## src/rtl/wcp_pkg.sv

```systemverilog
// ----------------------------------------------------------------------------
// wcp_pkg: shared types and constants of the WAV chunk parser
// Holds the parse phases, the chunk tags, the fmt defaults and the fixed-point
// gain constants used by the parser, the scaler and the top level.
// ----------------------------------------------------------------------------
`timescale 1ns / 1ps
`default_nettype none

package wcp_pkg;

  typedef enum logic [2:0] {
    PH_RIFF = 3'd0,
    PH_HDR  = 3'd1,
    PH_BODY = 3'd2,
    PH_PAD  = 3'd3,
    PH_DATA = 3'd4,
    PH_DONE = 3'd5
  } phase_e;

  typedef enum logic [1:0] {
    ST_SAMPLE = 2'd0,
    ST_ENDED  = 2'd1,
    ST_ERROR  = 2'd2
  } status_e;

  localparam logic [31:0] TAG_RIFF = 32'h5249_4646;
  localparam logic [31:0] TAG_FMT  = 32'h666D_7420;
  localparam logic [31:0] TAG_DATA = 32'h6461_7461;

  localparam logic [15:0] DEF_CHANNELS = 16'd2;
  localparam logic [31:0] DEF_RATE     = 32'd44100;
  localparam logic [15:0] DEF_DEPTH    = 16'd16;

  // Byte positions that close the RIFF magic, the RIFF header and a chunk header.
  localparam logic [31:0] RIFF_MAGIC_LAST = 32'd3;
  localparam logic [31:0] RIFF_HDR_LAST   = 32'd11;
  localparam logic [31:0] CHUNK_HDR_LAST  = 32'd7;

  // Gain is volume * 6 * ceil(2^35 / 1000); the product shifted right by 35
  // gives trunc(|s| * volume * 6 / 1000) exactly for every 16-bit sample.
  localparam int unsigned GAIN_W      = 35;
  localparam int unsigned RECIP_SHIFT = 35;
  localparam logic [6:0]  VOL_RESET   = 7'd50;
  localparam logic [6:0]  VOL_MAX     = 7'd100;
  localparam logic [GAIN_W-1:0] GAIN_STEP  = 35'd206158434;
  localparam logic [GAIN_W-1:0] GAIN_RESET = 35'd10307921700;

  typedef struct packed {
    logic signed [15:0] sample;
    logic [15:0]        channels;
    logic [31:0]        rate;
    logic [15:0]        depth;
    status_e            status;
    logic               eos;
  } result_t;

  function automatic logic [31:0] put_byte(input logic [31:0] word,
                                           input logic [7:0]  b,
                                           input logic [1:0]  idx);
    logic [31:0] w;
    w = word;
    w[{idx, 3'b000} +: 8] = b;
    return w;
  endfunction

endpackage

`default_nettype wire

```

## src/rtl/wcp_parser.sv

```systemverilog
// ----------------------------------------------------------------------------
// wcp_parser: RIFF/WAV chunk walker
// Tracks the parse phase and chunk counters one file byte per beat, captures
// the fmt fields and pairs data bytes into raw signed samples.
// ----------------------------------------------------------------------------
`timescale 1ns / 1ps
`default_nettype none

module wcp_parser (
  input  wire logic            clk_i,
  input  wire logic            rst_ni,
  input  wire logic            beat_i,
  input  wire logic [7:0]      file_byte_i,
  input  wire logic            final_byte_i,
  output logic                 res_valid_o,
  output wcp_pkg::result_t     res_o
);

  wcp_pkg::phase_e phase_q, phase_d, phase_s;
  logic [31:0] pos_q, pos_d, pos_s;
  logic [31:0] tag_q, tag_d, tag_s;
  logic [31:0] len_q, len_d, len_s;
  logic [31:0] left_q, left_d, left_s;
  logic [15:0] chan_q, chan_d, chan_s;
  logic [31:0] rate_q, rate_d, rate_s;
  logic [15:0] depth_q, depth_d, depth_s;
  logic [8:0]  hold_q, hold_d, hold_s;

  logic [31:0] tag_shift;
  logic [31:0] len_put;
  logic [31:0] left_dec;
  logic [31:0] pos_inc;
  logic [31:0] rate_put;
  logic [31:0] chan_put;
  logic [31:0] depth_put;

  assign tag_shift = {tag_q[23:0], file_byte_i};
  assign len_put   = wcp_pkg::put_byte(len_q, file_byte_i, pos_q[1:0]);
  assign left_dec  = left_q - 32'd1;
  assign pos_inc   = pos_q + 32'd1;
  assign rate_put  = wcp_pkg::put_byte(rate_q, file_byte_i, pos_q[1:0]);
  assign chan_put  = wcp_pkg::put_byte({16'd0, chan_q}, file_byte_i, {1'b0, pos_q[0]});
  assign depth_put = wcp_pkg::put_byte({16'd0, depth_q}, file_byte_i, {1'b0, pos_q[0]});

  // Next state: step values first, then the restart on the final byte.
  always_comb begin
    phase_s = phase_q;
    pos_s   = pos_q;
    tag_s   = tag_q;
    len_s   = len_q;
    left_s  = left_q;
    chan_s  = chan_q;
    rate_s  = rate_q;
    depth_s = depth_q;
    hold_s  = hold_q;

    case (phase_q)
      wcp_pkg::PH_RIFF: begin
        tag_s = tag_shift;
        if (pos_q == wcp_pkg::RIFF_MAGIC_LAST && tag_shift != wcp_pkg::TAG_RIFF) begin
          phase_s = wcp_pkg::PH_DONE;
        end else if (pos_q == wcp_pkg::RIFF_HDR_LAST) begin
          phase_s = wcp_pkg::PH_HDR;
          pos_s   = '0;
          tag_s   = '0;
          len_s   = '0;
        end else begin
          pos_s = pos_inc;
        end
      end
      wcp_pkg::PH_HDR: begin
        if (pos_q[31:2] == 30'd0) begin
          tag_s = tag_shift;
        end else begin
          len_s = len_put;
        end
        pos_s = pos_inc;
        if (pos_q == wcp_pkg::CHUNK_HDR_LAST) begin
          pos_s  = '0;
          left_s = len_put;
          if (tag_q == wcp_pkg::TAG_DATA) begin
            if (len_put == '0) begin
              phase_s = wcp_pkg::PH_DONE;
            end else begin
              hold_s  = '0;
              phase_s = wcp_pkg::PH_DATA;
            end
          end else if (len_put == '0) begin
            phase_s = wcp_pkg::PH_HDR;
            tag_s   = '0;
            len_s   = '0;
          end else begin
            phase_s = wcp_pkg::PH_BODY;
          end
        end
      end
      wcp_pkg::PH_BODY: begin
        if (tag_q == wcp_pkg::TAG_FMT) begin
          if (pos_q == 32'd2 || pos_q == 32'd3) begin
            chan_s = chan_put[15:0];
          end else if (pos_q >= 32'd4 && pos_q <= 32'd7) begin
            rate_s = rate_put;
          end else if (pos_q == 32'd14 || pos_q == 32'd15) begin
            depth_s = depth_put[15:0];
          end
        end
        if (pos_q != '1) begin
          pos_s = pos_inc;
        end
        left_s = left_dec;
        if (left_dec == '0) begin
          if (len_q[0]) begin
            phase_s = wcp_pkg::PH_PAD;
          end else begin
            phase_s = wcp_pkg::PH_HDR;
            pos_s   = '0;
            tag_s   = '0;
            len_s   = '0;
          end
        end
      end
      wcp_pkg::PH_PAD: begin
        phase_s = wcp_pkg::PH_HDR;
        pos_s   = '0;
        tag_s   = '0;
        len_s   = '0;
      end
      wcp_pkg::PH_DATA: begin
        left_s = left_dec;
        if (!hold_q[8]) begin
          hold_s = {1'b1, file_byte_i};
          if (left_dec == '0) begin
            phase_s = wcp_pkg::PH_DONE;
          end
        end else begin
          hold_s = '0;
          if (left_dec <= 32'd1) begin
            phase_s = wcp_pkg::PH_DONE;
          end
        end
      end
      default: begin
      end
    endcase

    if (final_byte_i) begin
      phase_d = wcp_pkg::PH_RIFF;
      pos_d   = '0;
      tag_d   = '0;
      len_d   = '0;
      left_d  = '0;
      chan_d  = wcp_pkg::DEF_CHANNELS;
      rate_d  = wcp_pkg::DEF_RATE;
      depth_d = wcp_pkg::DEF_DEPTH;
      hold_d  = '0;
    end else begin
      phase_d = phase_s;
      pos_d   = pos_s;
      tag_d   = tag_s;
      len_d   = len_s;
      left_d  = left_s;
      chan_d  = chan_s;
      rate_d  = rate_s;
      depth_d = depth_s;
      hold_d  = hold_s;
    end
  end

  // Result of this beat, if any.
  always_comb begin
    res_valid_o     = 1'b0;
    res_o.sample    = '0;
    res_o.channels  = chan_s;
    res_o.rate      = rate_s;
    res_o.depth     = depth_s;
    res_o.status    = wcp_pkg::ST_ERROR;
    res_o.eos       = 1'b1;

    case (phase_q)
      wcp_pkg::PH_RIFF: begin
        if (pos_q == wcp_pkg::RIFF_MAGIC_LAST && tag_shift != wcp_pkg::TAG_RIFF) begin
          res_valid_o = 1'b1;
        end
      end
      wcp_pkg::PH_HDR: begin
        if (pos_q == wcp_pkg::CHUNK_HDR_LAST && tag_q == wcp_pkg::TAG_DATA &&
            len_put == '0) begin
          res_valid_o = 1'b1;
        end
      end
      wcp_pkg::PH_DATA: begin
        if (!hold_q[8]) begin
          if (left_dec == '0) begin
            res_valid_o  = 1'b1;
            res_o.status = wcp_pkg::ST_ENDED;
          end
        end else begin
          res_valid_o  = 1'b1;
          res_o.status = wcp_pkg::ST_SAMPLE;
          res_o.sample = {file_byte_i, hold_q[7:0]};
          res_o.eos    = (left_dec <= 32'd1);
        end
      end
      default: begin
      end
    endcase

    // Close the file with one result if this byte gave none.
    if (final_byte_i && !res_valid_o && phase_s != wcp_pkg::PH_DONE) begin
      res_valid_o  = 1'b1;
      res_o.sample = '0;
      res_o.eos    = 1'b1;
      res_o.status = (phase_s == wcp_pkg::PH_DATA) ? wcp_pkg::ST_ENDED
                                                   : wcp_pkg::ST_ERROR;
    end

    res_valid_o = res_valid_o & beat_i;
  end

  always_ff @(posedge clk_i or negedge rst_ni) begin
    if (!rst_ni) begin
      phase_q <= wcp_pkg::PH_RIFF;
      pos_q   <= '0;
      tag_q   <= '0;
      len_q   <= '0;
      left_q  <= '0;
      chan_q  <= wcp_pkg::DEF_CHANNELS;
      rate_q  <= wcp_pkg::DEF_RATE;
      depth_q <= wcp_pkg::DEF_DEPTH;
      hold_q  <= '0;
    end else if (beat_i) begin
      phase_q <= phase_d;
      pos_q   <= pos_d;
      tag_q   <= tag_d;
      len_q   <= len_d;
      left_q  <= left_d;
      chan_q  <= chan_d;
      rate_q  <= rate_d;
      depth_q <= depth_d;
      hold_q  <= hold_d;
    end
  end

endmodule

`default_nettype wire

```

## src/rtl/wcp_scaler.sv

```systemverilog
// ----------------------------------------------------------------------------
// wcp_scaler: volume scaling of one 16-bit sample
// Multiplies the sample magnitude by the precomputed gain, takes the top bits
// and restores the sign, which truncates towards zero.
// ----------------------------------------------------------------------------
`timescale 1ns / 1ps
`default_nettype none

module wcp_scaler (
  input  wire logic signed [15:0]                sample_i,
  input  wire logic [wcp_pkg::GAIN_W-1:0]        gain_i,
  output logic signed [15:0]                     scaled_o
);

  localparam int unsigned ProdW = 16 + wcp_pkg::GAIN_W;

  logic [16:0]      neg_ext;
  logic [15:0]      mag;
  logic [ProdW-1:0] prod;
  logic [15:0]      quot;

  assign neg_ext  = 17'd0 - {sample_i[15], sample_i};
  assign mag      = sample_i[15] ? neg_ext[15:0] : sample_i;
  assign prod     = ProdW'(mag) * ProdW'(gain_i);
  assign quot     = prod[wcp_pkg::RECIP_SHIFT +: 16];
  assign scaled_o = sample_i[15] ? (16'd0 - quot) : quot;

endmodule

`default_nettype wire

```

## src/rtl/wav_chunk_parser_volume_scaler.sv

```systemverilog
// ----------------------------------------------------------------------------
// wav_chunk_parser_volume_scaler: WAV byte stream to scaled PCM16 samples
// Walks the RIFF chunks of a WAV file, captures the fmt fields and emits
// volume-scaled samples from the data chunk.
// ----------------------------------------------------------------------------
// Feed the file one byte per beat, with final_byte_i high on its last byte;
// the block then starts over for the next file with the fmt defaults of
// 2 channels, 44100 Hz and 16 bits. Every beat is parsed in the cycle it is
// accepted and its result, if it has one, lands in the output register at the
// same edge, so one byte is taken every cycle unless stalled and a result
// follows in the next cycle. The input stalls only while a result sits in
// the output register and the consumer stalls it. Every second data byte gives
// a sample scaled to trunc(s * volume * 6 / 1000); a bad RIFF magic, an empty
// data chunk or a file that ends before its data gives status 2, and a data
// chunk cut short gives status 1. The volume register (0..100, larger writes
// clamp to 100, reset 50) may be written only while no beat is in flight.
// ----------------------------------------------------------------------------
`timescale 1ns / 1ps
`default_nettype none

module wav_chunk_parser_volume_scaler (
  input  wire logic               clk_i,
  input  wire logic               rst_ni,
  input  wire logic               in_valid_i,
  output logic                    in_stall_o,
  input  wire logic [7:0]         file_byte_i,
  input  wire logic               final_byte_i,
  output logic                    out_valid_o,
  input  wire logic               out_stall_i,
  output logic signed [15:0]      scaled_sample_o,
  output logic [15:0]             channel_count_o,
  output logic [31:0]             rate_hz_o,
  output logic [15:0]             bits_per_sample_o,
  output logic [1:0]              status_o,
  output logic                    end_of_stream_o,
  input  wire logic               cfg_we_i,
  input  wire logic [6:0]         cfg_wdata_i
);

  logic                          beat;
  logic                          res_valid;
  wcp_pkg::result_t              res;
  logic signed [15:0]            scaled;

  logic [6:0]                    vol_sat;
  logic [wcp_pkg::GAIN_W-1:0]    gain_q, gain_d;

  logic                          out_valid_q, out_valid_d;
  wcp_pkg::result_t              out_q, out_d;

  // Hold the input only while a finished result waits on a stalled consumer.
  assign in_stall_o = out_valid_q & out_stall_i;
  assign beat       = in_valid_i & ~in_stall_o;

  // Clamp the volume and fold the fixed power limit and 1/1000 into one gain.
  assign vol_sat = (cfg_wdata_i > wcp_pkg::VOL_MAX) ? wcp_pkg::VOL_MAX : cfg_wdata_i;
  assign gain_d  = wcp_pkg::GAIN_W'(vol_sat) * wcp_pkg::GAIN_STEP;

  always_ff @(posedge clk_i or negedge rst_ni) begin
    if (!rst_ni) begin
      gain_q <= wcp_pkg::GAIN_RESET;
    end else if (cfg_we_i) begin
      gain_q <= gain_d;
    end
  end

  wcp_parser u_parser (
    .clk_i        (clk_i),
    .rst_ni       (rst_ni),
    .beat_i       (beat),
    .file_byte_i  (file_byte_i),
    .final_byte_i (final_byte_i),
    .res_valid_o  (res_valid),
    .res_o        (res)
  );

  wcp_scaler u_scaler (
    .sample_i (res.sample),
    .gain_i   (gain_q),
    .scaled_o (scaled)
  );

  // Load the output register on a beat with a result; drop it once taken.
  always_comb begin
    out_d        = res;
    out_d.sample = scaled;
    out_valid_d  = out_valid_q;
    if (beat && res_valid) begin
      out_valid_d = 1'b1;
    end else if (out_valid_q && !out_stall_i) begin
      out_valid_d = 1'b0;
    end
  end

  always_ff @(posedge clk_i or negedge rst_ni) begin
    if (!rst_ni) begin
      out_valid_q <= 1'b0;
    end else begin
      out_valid_q <= out_valid_d;
    end
  end

  always_ff @(posedge clk_i) begin
    if (beat && res_valid) begin
      out_q <= out_d;
    end
  end

  assign out_valid_o       = out_valid_q;
  assign scaled_sample_o   = out_q.sample;
  assign channel_count_o   = out_q.channels;
  assign rate_hz_o         = out_q.rate;
  assign bits_per_sample_o = out_q.depth;
  assign status_o          = out_q.status;
  assign end_of_stream_o   = out_q.eos;

endmodule

`default_nettype wire

```

## config.mk

```make
export PLATFORM = sky130hd
export DESIGN_NAME = wav_chunk_parser_volume_scaler
export DESIGN_NICKNAME = d
export VERILOG_FILES = /design/src/rtl/wcp_pkg.sv /design/src/rtl/wcp_parser.sv /design/src/rtl/wcp_scaler.sv /design/src/rtl/wav_chunk_parser_volume_scaler.sv
export SDC_FILE = /design/constraint.sdc
export NUM_CORES = 2
export LEC_CHECK = 0
export CORE_MARGIN = 2
export CORE_UTILIZATION = 35
export DETAILED_ROUTE_END_ITERATION = 7
export DONT_BUFFER_PORTS = 1
export PLACE_DENSITY = 0.6
export SLEW_MARGIN = 30
export SYNTH_ARGS = -nofsm -noshare
export SYNTH_HDL_FRONTEND = slang
export SYNTH_SLANG_ARGS = --single-unit
```

## constraint.sdc

```tcl
create_clock -name clk_i -period 10.1 [get_ports clk_i]
set_input_delay 1.01 -clock clk_i [delete_from_list [all_inputs] [get_ports clk_i]]
set_output_delay 1.01 -clock clk_i [all_outputs]
set_load 0.02 [all_outputs]
```

==> flow_metrics.tcl <==
set metrics [dict create \
    pwr-share-clk_pct 25.1 \
    finalHoldViolations 0 \
    coreArea_um2 100100 \
    leakagePower_nw 17.71 \
    fmax_mhz 104.5 \
    grt_max_degree 240 \
    worst-endpoint-arrival_ns 9.94 \
    dr_total_vias 27060 \
    ys_types 89 \
    syn_area_um2 35390 \
    cts_buffer_depth 3 \
    worst_pin_slew_ns 0.9947 \
    fin_hold_ws_ns 0.1674 \
    track_usage_pct 19.42 \
    cp-start-kind "flop" \
    antenna_found_initial 2 \
    regArea_um2 8503 \
    drtIter0Drc 1990 \
    cts_tree "done" \
    via_per_inst 5.336 \
    slew_viol_final 0 \
    clock-sinks 322 \
    status "finished clean" \
    post-route-drc-count 0 \
    switching_power_mw 2.507 \
    clock_skew_ns 0.05376 \
    p_per_area_nw_per_um2 150.3 \
    area_growth_pct 7.332 \
    min_period_ns 9.568 \
    worstHoldPathType "primary input to async pin" \
    worstPathRequired_ns 10.47 \
    dp.cells 4996 \
    die_h_um 322.0 \
    layout-drive-gt1-share_pct 7.131 \
    numCtsBuffers 40 \
    max_cap_viol_count 0 \
    post_dp_cell_area_um2 36660 \
    rsz0062_at_grt "no" \
    port_buffers 0 \
    finalSetupTns_ns 0 \
    synthFlopType "dfrtp_1" \
    fin_crit_sh_pct 94.73 \
    clk_pin_slew_ns 0.06 \
    p_seq_share_pct 37.6 \
    dp_hpwl_um 72060 \
    avgSynthCellArea_um2 9.155 \
    routedWlPerCell_um 19.58 \
    path_common_cell "fa_1" \
    p_comb_share_pct 37.3 \
    critPathCaptureType "flop" \
    ant_nets 0 \
    ctsHoldBuffers 0 \
    ctsResizeCount 0 \
    yosysSeqAreaShare_pct 24.03 \
    max_stage_delay_ns 0.75 \
    grt_pass1_vias 27480 \
    overflow 0 \
    htree_levels 2 \
    clock_latency_ns 0.59 \
    multi_input_area_um2 23890 \
    synth_edf_count 83 \
    num_io_pins 106 \
    syn_inst 3866 \
    start_util_pct 35.34 \
    relSlewSlack_pct 33.07 \
    p_int_mw 3.203 \
    fillCellCount 10060 \
    diodes 0 \
    nets 4438 \
    num_rows 116 \
    dieArea_um2 103700 \
    worstPathMaxFanout 15 \
    async_reset_ff_share_pct 74.22 \
    critical_path.top_delay_family "adder cells" \
    path_class "flop to flop" \
    path_buf_inv 4 \
    place.gp.congestion 0.8913 \
    setup_viol 0 \
    slowest_stage "a2111oi_1" \
    syn-num-nets 4563 \
    ir_drop_mv 0.1687 \
    wl_um 99260 \
    ys_ff_latch 322 \
    layoutNonFillerInstCount 5070 \
    grt_pass1_wl_um 158900 \
    dieWidth_um 322.0 \
    post_cts_buffers 0 \
    cts-root-buf "clkbuf_16" \
    final_area_um2 37990 \
    netSwitchingFraction_pct 43.91 \
    firstDrtPassIters 5 \
    yosys_warnings 0 \
]
-- cells in the mapped netlist (22+ instances only) --
cell,count,area share (%)
or3_1,22,0.39
o21ai_0,186,2.6
nand3_1,50,0.71
xnor2_1,41,1.0
mux2_2,58,1.8
a31oi_1,40,0.71
nand2_1,555,5.9
xor2_1,26,0.64
inv_1,607,6.4
nand4_1,35,0.62
nor4_1,36,0.64
dfrtp_1,215,15
fa_1,472,27
and3_1,27,0.48
nor2_1,171,1.8
a21o_1,27,0.57
a21oi_1,134,1.9
a22o_1,98,2.4
nor2b_1,39,0.69
a211oi_1,41,0.87
clkbuf_1,189,2.0
and2_1,171,3.0
nor3_1,41,0.58
dfstp_2,24,1.8
edfxtp_1,83,7.0
ha_1,204,7.2
-- logic make-up after synthesis --
| logic type | synth area share [%] |
|---|---|
| AOI/OAI and AO/OA | 12.64 |
| xor gates and xnor gates | 1.658 |
| adders and majority gates | 33.91 |
| buffers and inverters | 8.863 |
| DFF | 24.03 |
| muxes | 1.930 |
| and+or+nand+nor | 16.97 |
-- metrics by stage --
step | util [%] | total power [mW] | worst slack [ns]
2_1_floorplan | - | 3.549 | 1.020
3_3_place_gp | 36.57 | 4.245 | 0.1704
3_5_place_dp | 36.61 | 4.265 | 0.1596
4_1_cts | 37.91 | 5.723 | 0.2182
5_1_grt | 37.93 | 6.071 | 0.02983
6_report | 37.93 | 5.711 | 0.5322
-- worst reg2reg max path: cells and delay by family (launching register included) --
| family | cells | cell delay, ns |
|---|---|---|
| AOI/OAI and AO/OA | 8 | 2.11 |
| xor gates and xnor gates | 2 | 0.49 |
| adders and majority gates | 7 | 3.12 |
| buffers and inverters | 4 | 0.56 |
| DFF | 1 | 0.42 |
| and+or+nand+nor | 9 | 2.65 |
-- routing by layer --
| layer | global-route usage, % | wire length, um | share of wire [%] | vias up |
|---|---|---|---|---|
| met4 | 4.704 | 2218 | 2.2 | 0 |
| met3 | 3.540 | 6282 | 6.3 | 134 |
| li1 | - | - | - | 12370 |
| met5 | 0 | 0 | 0 | - |
| met1 | 26.88 | 44020 | 44 | 13780 |
| met2 | 31.43 | 46740 | 47 | 768 |
-- layout by cell type, fill, tap and decap left out, drive strengths merged, types with 26 or more instances in the layout --
cell    netlist  routed
ha          204     204
nor2        171     171
mux2         58      58
clkbuf      189      57
inv         607     610
and2        171     171
fa          472     472
nand4        35      35
xnor2        41      41
o21ai       189     189
a21oi       135     135
edfxtp       83      83
buf          28      50
xor2         26      26
a22o         98      98
nor3         41      41
a31oi        40      40
a21o         27      27
nor2b        39      39
nand2       556     556
a211oi       41      41
and3         27      27
nand3        51      51
dfrtp       215     215
nor4         37      37
-- power groups by stage --
stage	clock, mW	sequential [mW]	combinational [mW]
3_3_place_gp	0	2.16	2.09
3_5_place_dp	0	2.16	2.11
6_report	1.43	2.15	2.13
5_1_grt	1.52	2.18	2.37
4_1_cts	1.47	2.14	2.12
2_1_floorplan	0	1.76	1.79
-- state kept, by name, indices dropped and copies added (netlist names), 9 cells and up --
name,cells
u_parser.chan_q,16
u_parser.tag_q,32
scaled_sample_o,16
channel_count_o,16
u_parser.len_q,32
bits_per_sample_o,16
rate_hz_o,32
u_parser.pos_q,32
u_parser.hold_q,9
gain_q,34
u_parser.rate_q,32
u_parser.left_q,32
u_parser.depth_q,16
-- final timing paths --
path | end | depth (start not counted) | from | slack (ns)
setup / recovery | scaled_sample_o[14] | 30 | u_parser.hold_q[1] | 0.53
hold / removal | gain_q[3] | 0 | rst_ni | 0.17
setup reg to reg | scaled_sample_o[14] | 30 | u_parser.hold_q[1] | 0.53
hold reg to reg | u_parser.tag_q[27] | 1 | u_parser.tag_q[27] | 0.50
max in group asynchronous | u_parser.depth_q[9] | 0 | rst_ni | 9.22
min in group clk_i | u_parser.tag_q[27] | 1 | u_parser.tag_q[27] | 0.50
-- final cells by class --
class	instances	area share, %
Inverter	608	6.008
Multi-Input combinational cell	2719	62.88
Clock inverter	16	0.4875
Sequential cell	322	22.38
Timing Repair Buffer	50	1.031
Clock buffer	57	2.935
Tap cell	1298	4.275
Power figures use the tool's default switching activity.
